### src/rtl/pfe_pkg.sv
package pfe_pkg;

    localparam int CH_W         = 8;
    localparam int DIFF_W       = 9;
    localparam int NUM_CH       = 3;
    localparam int STEP_W       = 8;
    localparam int INDEX_W      = 8;
    localparam int COLOUR_W     = NUM_CH * CH_W;
    localparam int DIFF_STORE_W = NUM_CH * DIFF_W;
    localparam int DIV_STEPS    = 8;
    localparam int DIV_CNT_W    = 3;
    localparam int CHROMA_BIAS  = 128;

    typedef enum logic [1:0] {
        FUNC_WRITE      = 2'd0,
        FUNC_FADE_BEGIN = 2'd1,
        FUNC_FADE_STEP  = 2'd2,
        FUNC_READ       = 2'd3
    } t_func;

    typedef enum logic [2:0] {
        S_IDLE,
        S_READ,
        S_LOAD,
        S_DIV,
        S_UPDATE,
        S_COMMIT
    } t_state;

    typedef struct packed {
        logic capture;
        logic load;
        logic div_step;
        logic update;
        logic commit;
    } t_cmd;

    typedef struct packed {
        logic is_step;
        logic out_free;
    } t_sts;

endpackage

### src/rtl/pfe_ctrl.sv
module pfe_ctrl (
    input  logic          i_clk,
    input  logic          i_rst_n,
    input  logic          i_in_valid,
    output logic          o_in_ready,
    input  pfe_pkg::t_sts i_sts,
    output pfe_pkg::t_cmd o_cmd
);
    import pfe_pkg::*;

    t_state               r_state;
    t_state               n_state;
    logic [DIV_CNT_W-1:0] r_div_cnt;
    logic [DIV_CNT_W-1:0] n_div_cnt;

    always_ff @(posedge i_clk) begin
        if (!i_rst_n) begin
            r_state   <= S_IDLE;
            r_div_cnt <= '0;
        end else begin
            r_state   <= n_state;
            r_div_cnt <= n_div_cnt;
        end
    end

    always_comb begin
        n_state    = r_state;
        n_div_cnt  = r_div_cnt;
        o_in_ready = 1'b0;
        o_cmd      = '0;
        unique case (r_state)
            S_IDLE: begin
                o_in_ready = 1'b1;
                if (i_in_valid) begin
                    o_cmd.capture = 1'b1;
                    n_state       = S_READ;
                end
            end
            S_READ: begin
                n_state = S_LOAD;
            end
            S_LOAD: begin
                o_cmd.load = 1'b1;
                n_div_cnt  = '0;
                n_state    = i_sts.is_step ? S_DIV : S_UPDATE;
            end
            S_DIV: begin
                o_cmd.div_step = 1'b1;
                if (r_div_cnt == DIV_CNT_W'(DIV_STEPS - 1)) begin
                    n_state = S_UPDATE;
                end else begin
                    n_div_cnt = r_div_cnt + 1'b1;
                end
            end
            S_UPDATE: begin
                o_cmd.update = 1'b1;
                n_state      = S_COMMIT;
            end
            S_COMMIT: begin
                if (i_sts.out_free) begin
                    o_cmd.commit = 1'b1;
                    n_state      = S_IDLE;
                end
            end
            default: begin
                n_state = S_IDLE;
            end
        endcase
    end

`ifndef NO_ASSERTIONS
    // Division is only ever run for an in-range fade step.
    a_div_only_for_step: assert property (@(posedge i_clk) disable iff (!i_rst_n)
        (r_state == S_DIV) |-> i_sts.is_step)
        else $error("divider running for an item that is not a fade step");

    // Leaving the divider always follows the full set of quotient bits.
    a_div_full_length: assert property (@(posedge i_clk) disable iff (!i_rst_n)
        (r_state == S_UPDATE && $past(r_state) == S_DIV)
            |-> $past(r_div_cnt) == DIV_CNT_W'(DIV_STEPS - 1))
        else $error("division left before all quotient bits were formed");
`endif

endmodule

### config.mk
export PLATFORM = sky130hd
export DESIGN_NAME = pfe_ctrl
export DESIGN_NICKNAME = d
export VERILOG_FILES = /design/src/rtl/pfe_pkg.sv /design/src/rtl/pfe_ctrl.sv
export SDC_FILE = /design/constraint.sdc
export NUM_CORES = 1
export LEC_CHECK = 0
export BUFFER_PORTS_ARGS = -buffer_cell sky130_fd_sc_hd__buf_2
export CAP_MARGIN = 20
export CORE_AREA = 4 4 41 43
export CTS_BUF_LIST = sky130_fd_sc_hd__clkbuf_2 sky130_fd_sc_hd__clkbuf_4 sky130_fd_sc_hd__clkbuf_8
export CTS_CLUSTER_SIZE = 20
export DETAILED_ROUTE_END_ITERATION = 8
export DIE_AREA = 0 0 45 47
export PLACE_DENSITY = 0.48
export SLEW_MARGIN = 20
export SYNTH_ARGS = -nofsm -noshare
export SYNTH_HDL_FRONTEND = slang
export SYNTH_SLANG_ARGS = --single-unit
export TNS_END_PERCENT = 5
### constraint.sdc
create_clock -name i_clk -period 3.3 [get_ports i_clk]
set_input_delay 0.33 -clock i_clk [delete_from_list [all_inputs] [get_ports i_clk]]
set_output_delay 0.33 -clock i_clk [all_outputs]
set_load 0.01 [all_outputs]
Yosys cells after proc, flatten, opt, wreduce, memory -nomap -nowiden
Cells that the tools add are included.
{ "totals": {"register_bits": 6, "inputBits": 5, "out_inout_bits": 6, "elab_cells": 32} }
{ "classes": {"add_sub_neg": 1, "n_eq_ne": 10, "muxes": 15, "reduce_logical": 4} }
{ "ops": {"columns": ["cell", "n"], "rows": [
  ["3-bit one-hot mux with 6 select lines", 1],
  ["3-bit 2-to-1 mux", 5],
  ["3-bit equality test, second input constant", 3],
  ["1-bit 2-to-1 mux", 8],
  ["2-bit inequality test, second input constant", 4],
  ["3-bit by 2-bit equality test with 1-bit output, second input constant", 2],
  ["3-bit one-hot mux with 2 select lines", 1],
  ["3-bit by 1-bit adder with 3-bit output, second input constant", 1],
  ["3-bit by 1-bit equality test with 1-bit output, second input constant", 1],
  ["3-bit logical NOT", 1],
  ["3-bit AND reduction", 1],
  ["2-bit AND reduction", 1],
  ["2-bit nonzero test", 1]
]} }

Depth between registers and ports, before layout
Gate-level depths: netlist (run 1).
{ "logic_depth": {"word_depth": 3, "mapped_depth": 5, "depth_no_buf": 5} }

Worst setup path before layout (run 1)
No wires, ideal clock.
{ "synth_path": {"path_kind": "reg2reg", "start": "register r_div_cnt[0]", "end": "register r_state[2]", "setup_time_ns": 0.122, "arrival_ns": 1.177, "required_ns": 3.178, "path_slack_ns": 2.002, "path_stages_with_launch": 6, "n_path_buf": 0, "synth_period_minus_slack_ns": 1.298, "cell_sequence": "dfxtp_1 -> ha_1 -> ha_1 -> and4bb_4 -> a21oi_1 -> o311a_1"} }
{ "synth_via": {"elab_chain_cells": 3} }
{ "synth_lines": {"columns": ["item", "line_no", "rtl"], "rows": [
  ["from (decl)", "pfe_ctrl.sv:13", "logic [DIV_CNT_W-1:0] r_div_cnt;"],
  ["from (signal assigned)", "pfe_ctrl.sv:22", "r_div_cnt <= n_div_cnt;"],
  ["3-bit equality test", "pfe_ctrl.sv:49", "if (r_div_cnt == DIV_CNT_W'(DIV_STEPS - 1)) begin"],
  ["2-bit inequality test (no line)", null, null],
  ["3-bit AND reduction (no line)", null, null],
  ["to (signal assigned)", "pfe_ctrl.sv:21", "r_state <= n_state;"],
  ["to (decl)", "pfe_ctrl.sv:11", "t_state r_state;"]
]} }
Every way passes these cells.
A chain may end at the register's enable or synchronous reset.

==> results.yml, run 1 <==
finish:
  diodes: 0
  final_nets: 62
  seq_area_um2: 120
  final_common_cell: "buf_2"
  final_layout_size_suffix_gt1_share_pct: 35.8
  area_growth_pct: 20.2
  n_fill_cell: 160
  multiInputGateArea_um2: 235
  final_cell_mix: "buf_2 (10), dfxtp_1 (6), nand2_1 (4)"
min_path:
  hold_path.class: "in -> reg"
  min_from: "i_rst_n"
clock_network:
  cts_tree: "done"
  clock-sinks: 6
  cts_inserted_buffers: 3
  cts_setup_buffers: 0
  h-tree-depth: 1
  root_buffer: "clkbuf_4"
  clkTransAtPathRegs_ns: 0.05
  clk_latency_ns: 0.25
  cts_hold_buffers: 0
  ctsResizeCount: 0
  ctsLongestPathBuffers: 2
critical_path:
  crit_path_cell_trace: "nor3_2 -> and2_1 -> buf_2"
  cp_top_family: "simple AND/OR/NAND/NOR gates"
  cp_max_fo: 9
  critPathBufInv: 1
  cp-start-kind: "register"
  startpoint: "r_state[1]$_SDFFE_PN0P_"
  critPathArrivalTime_ns: 1.21
  cp.required_ns: 2.97
  worstSetupPathType: "reg -> out"
  crit_path_end_kind: "primary output"
  cpPeakStageDelay_ns: 0.41
  cp_slowest_cell: "dfxtp_1"
  rr_startpoint: "r_div_cnt[0]$_SDFFE_PN0P_"
sta:
  slew_violations: 0
  fin_ws_ns: 1.76
  clock_skew_ns: 0.00152
  relSlewSlack_pct: 75.9
  setup_viol: 0
  rsz0062_at_grt: "false"
  period_minus_slack_ns: 1.54
  hold_violations: 0
  worst_slew_pin_slew_ns: 0.361
  min_period_over_period_pct: 46.7
  setup_tns_ns: 0
  max_freq_mhz: 648
routing:
  wl_per_cell_um: 11.9
  drt_wl_total_um: 811
  drtIter0Drc: 17
  drc: 0
  via_count: 341
  drtAntennaViolNets: 0
  via_per_inst: 5.01
  dr.pass1.iters: 3
power:
  leakagePower_nw: 0.207
  p_per_area_nw_per_um2: 436
  vdd_drop_max_mv: 0.166
synthesis:
  synth-seq-cells: 6
  synth_xor_area_share_pct: 0
  synthAdderAreaFrac_pct: 6.62
  ys_warn_count: 0
  synth_top_area_share_pct: 31.8
  yosysUniqueCellTypes: 21
  ys_seq_area_share_pct: 31.8
  yosysTopAreaCell: "dfxtp_1"
  synth-main-ff-cell: "dfxtp_1"
  synth_simple_gate_area_share_pct: 35.8
  synth_compound_area_share_pct: 19.9
  synthCells: 42
  synth_area_leaders: "dfxtp_1 (32%), ha_1 (6.6%), a21boi_1 (6.0%), o311a_1 (5.3%), nand2b_2 (4.6%)"
  syn_area_um2: 378
  synthesis.nets: 49
  synth_edf_count: 0
  avgSynthCellArea_um2: 9.00
  synthMuxAreaShare_pct: 0
  synth_top_family_by_area: "simple AND/OR/NAND/NOR gates"
  synthArstFlopShare_pct: 0
grt:
  gr-total-overflow: 0
  antenna_found_initial: 0
  grt_pass1_wl_um: 1400
  grt_use_total_pct: 9.24
  grt_pass1_vias: 323
  grt_max_degree: 11
placed_design:
  port_buffers: 10
  pre_cts_ws_ns: 1.94
  gp_congestion: 0.690
  hpwlAfterDp_um: 600
outcome:
  status: "completed"
floorplanning:
  core.rowCount: 13
  core_area_um2: 1300
  die_area_um2: 2120
  dieHeight_um: 47
  die_x_um: 45
  io_pins: 11
  initial_core_util_pct: 29.0
run:
  cap_violations: 0
[worst reg2reg max path: stages, from the launching register on]
cell and delay [ns]:
dfxtp_1 0.31, ha_1 0.20, ha_1 0.20, and4bb_4 0.37, a21oi_1 0.05, o311a_1 0.12
[through the flow]
step | instance area [µm²] | cells | power, mW | utilization (%) | hold slack, ns
detailed placement | 432 | 65 | 0.130 | 33.2 | 0.480
floorplan | 378 | 42 | 0.118 | - | 0.457
CTS | 454 | 68 | 0.202 | 34.9 | 0.368
global placement | 432 | 65 | 0.130 | 33.2 | 0.472
finish | 454 | 68 | 0.198 | 34.9 | 0.365
global route | 454 | 68 | 0.212 | 34.9 | 0.377
[synthesized netlist by cell type (2+ instances only)]
cell type  count
dfxtp_1        6
nand2_1        4
a21boi_1       3
nor2_1         3
o21ai_1        3
a21oi_1        2
and2_1         2
buf_4          2
ha_1           2
nand2b_2       2
nor3b_1        2
o311a_1        2
[worst paths after layout]
| kind | end | slack (ns) | depth (start not counted) |
|---|---|---|---|
| setup / recovery | o_cmd[4] | 1.76 | 3 |
| setup reg to reg | r_state[2]$_SDFFE_PN0P_ | 1.94 | 5 |
| hold / removal | r_state[2]$_SDFFE_PN0P_ | 0.37 | 2 |
| hold reg to reg | r_div_cnt[1]$_SDFFE_PN0P_ | 0.48 | 2 |
[registers in the layout, summed over array words and instances (netlist names)]
| signal | cells |
|---|---|
| r_div_cnt | 3 |
| r_state | 3 |
[kinds of logic (layout without fill, tap and decap cells)]
| logic type | after synthesis | count (layout) |
|---|---|---|
| flip-flops | 6 | 6 |
| AO/OA/AOI/OAI | 11 | 11 |
| adder cells (fa/ha/maj) | 2 | 2 |
| buffers and inverters | 4 | 15 |
| AND/OR/NAND/NOR | 19 | 19 |
[power by group]
part	leakage (nW)	internal, mW	switching [mW]
Sequential	0.0488	0.0772	0.0107
Clock	0.0138	0.0413	0.0286
Combinational	0.144	0.0198	0.0204
Total	0.207	0.138	0.0597
[final cells by class]
| cell class | count | share of cell area (%) |
|---|---|---|
| timing repair buffer | 10 | 11.0 |
| multi-input combinational | 32 | 51.8 |
| inverter | 2 | 1.65 |
| tap | 15 | 4.13 |
| clock buffer | 3 | 4.96 |
| sequential | 6 | 26.4 |
[per-layer routing]
layer | GRT usage [%] | vias to the layer above | share of wire (%)
li1 | - | 172 | -
met1 | 11.8 | 154 | 47
met2 | 13.3 | 10 | 42
met3 | 2.30 | 5 | 7.2
met4 | 7.02 | 0 | 3.6
met5 | 0 | - | 0
Note: power is estimated with default switching activity, not from simulation.
==> run 2: changes to the inputs <==
PLACE_DENSITY = 0.5   (was 0.48)
clock period = 1.3 ns   (was 3.3 ns; I/O delays follow)
==> results.yml, run 2 (synthesized netlist as in run 1, its figures left out) <==
outcome:
  status: "finished, violations left"
  violations: "negative setup slack"
critical_path:
  crit_path_cell_trace: "ha_2 -> ha_2 -> and4bb_4 -> o311a_1"
  critPathArrivalTime_ns: 1.42
  critPathBufInv: 0
  cpPeakStageDelay_ns: 0.33
  crit_path_end_kind: "register"
  cp_common_cell: "ha_2"
  cp_top_family: "flip-flops"
  worstSetupPathType: "reg -> reg"
  cp.required_ns: 1.42
  cp_slowest_cell: "dfxtp_2"
  cp_max_fo: 5
  cp-start-kind: "register"
sta:
  setup_viol: 1
  max_freq_mhz: 769
  min_period_over_period_pct: 100
  setup_tns_ns: -0.000355
  period_minus_slack_ns: 1.30
  slew_violations: 0
  clock_skew_ns: 0.00256
  fin_ws_ns: -0.000355
  relSlewSlack_pct: 79.2
  worst_slew_pin_slew_ns: 0.311
  rsz0062_at_grt: "true"
  hold_ws_ns: 0.174
  hold_violations: 0
placed_design:
  port_buffers: 10
  gp_congestion: 0.719
  hpwlAfterDp_um: 601
routing:
  drtAntennaViolNets: 0
  via_count: 332
  drt_wl_total_um: 763
  drtIter0Drc: 4
  via_per_inst: 4.74
  wl_per_cell_um: 10.9
  dr.pass1.iters: 4
  drc: 0
floorplanning:
  io_pins: 11
  die_area_um2: 2120
  initial_core_util_pct: 29.0
  die_x_um: 45
  core_area_um2: 1300
  dieHeight_um: 47
  core.rowCount: 13
power:
  pwr-share-seq_pct: 46.0
  power_frac_clock_pct: 32.4
  switchingPower_mw: 0.140
  leakagePower_nw: 0.220
  p_comb_share_pct: 21.6
  sw_frac_of_total_pct: 28.1
  internal_power_mw: 0.359
  p_per_area_nw_per_um2: 1010
  vdd_drop_max_mv: 0.532
finish:
  largest_registers: "r_div_cnt x3, r_state x3"
  diodes: 0
  final_cell_mix: "buf_2 (10), nand2_1 (4), dfxtp_2 (4)"
  final_layout_size_suffix_gt1_share_pct: 52.7
  final_nets: 64
  fin_util_pct: 37.9
  final_common_cell: "buf_2"
  area_growth_pct: 30.5
min_path:
  hold_path.class: "in -> reg"
run:
  cap_violations: 0
clock_network:
  cts_hold_buffers: 0
  clock-sinks: 6
  cts_tree: "done"
  root_buffer: "clkbuf_4"
  ctsLongestPathBuffers: 2
  cts_inserted_buffers: 3
  clk_latency_ns: 0.24
  h-tree-depth: 1
  clkTransAtPathRegs_ns: 0.04
grt:
  antenna_found_initial: 0
  gr-total-overflow: 0
  grt_use_total_pct: 8.39
  grt_pass1_vias: 311
  grt_max_degree: 11
  grt_pass1_wl_um: 1280
run 2: changes by cell type in the layout (fill, tap and decap cells not counted), sizes merged:
cell / before / now
buf: 10 / 12
run 2: final cells by class:
cell class | instances | area (µm²)
fill | 147 | 808
multi-input combinational | 32 | 254
tap | 15 | 18.8
inverter | 2 | 7.51
clock buffer | 3 | 22.5
sequential | 6 | 125
timing repair buffer | 12 | 65.1
run 2: stage by stage:
stage	worst slack, ns	power [mW]	cell area (µm²)	std cells
2_1_floorplan	0.00167	0.300	378	42
3_3_place_gp	-0.0585	0.332	447	67
3_5_place_dp	-0.0434	0.331	447	67
4_1_cts	0.000731	0.498	477	70
5_1_grt	-0.0426	0.545	493	70
6_report	-0.000355	0.499	493	70
run 2: path summary, 6_finish.rpt:
path / from / to / slack [ns] / cells past startpoint
max: r_div_cnt[0]$_SDFFE_PN0P_ / r_state[0]$_SDFFE_PN0P_ / -0.0004 / 4
min: i_rst_n / r_state[0]$_SDFFE_PN0P_ / 0.17 / 2
max reg2reg: r_div_cnt[0]$_SDFFE_PN0P_ / r_state[0]$_SDFFE_PN0P_ / -0.0004 / 4
min reg2reg: r_state[2]$_SDFFE_PN0P_ / r_state[1]$_SDFFE_PN0P_ / 0.50 / 1
run 2: power groups by stage:
stage | logic, mW | registers [mW] | clock network, mW
3_5_place_dp | 0.106 | 0.225 | 0
2_1_floorplan | 0.0959 | 0.204 | 0
3_3_place_gp | 0.106 | 0.226 | 0
4_1_cts | 0.106 | 0.222 | 0.169
6_report | 0.108 | 0.230 | 0.162
5_1_grt | 0.122 | 0.232 | 0.192
run 2: timing repair:
action                                  CTS  global route
setup buffers                             0             0
pin swaps                                 1             2
cloned                                    0             0
gates resized for setup                   4             5
endpoints found under the setup margin    7             9
run 2: layer usage:
| layer | GRT usage, % | wire (µm) |
|---|---|---|
| met4 | 5.26 | 0 |
| met2 | 12.1 | 364 |
| met3 | 2.30 | 21 |
| met1 | 11.0 | 377 |
| met5 | 0 | 0 |
run 2: worst reg2reg max path, cell delays in order (launching register included):
cell and delay (ns):
dfxtp_2 0.33, ha_2 0.17, ha_2 0.16, and4bb_4 0.21, o311a_1 0.32
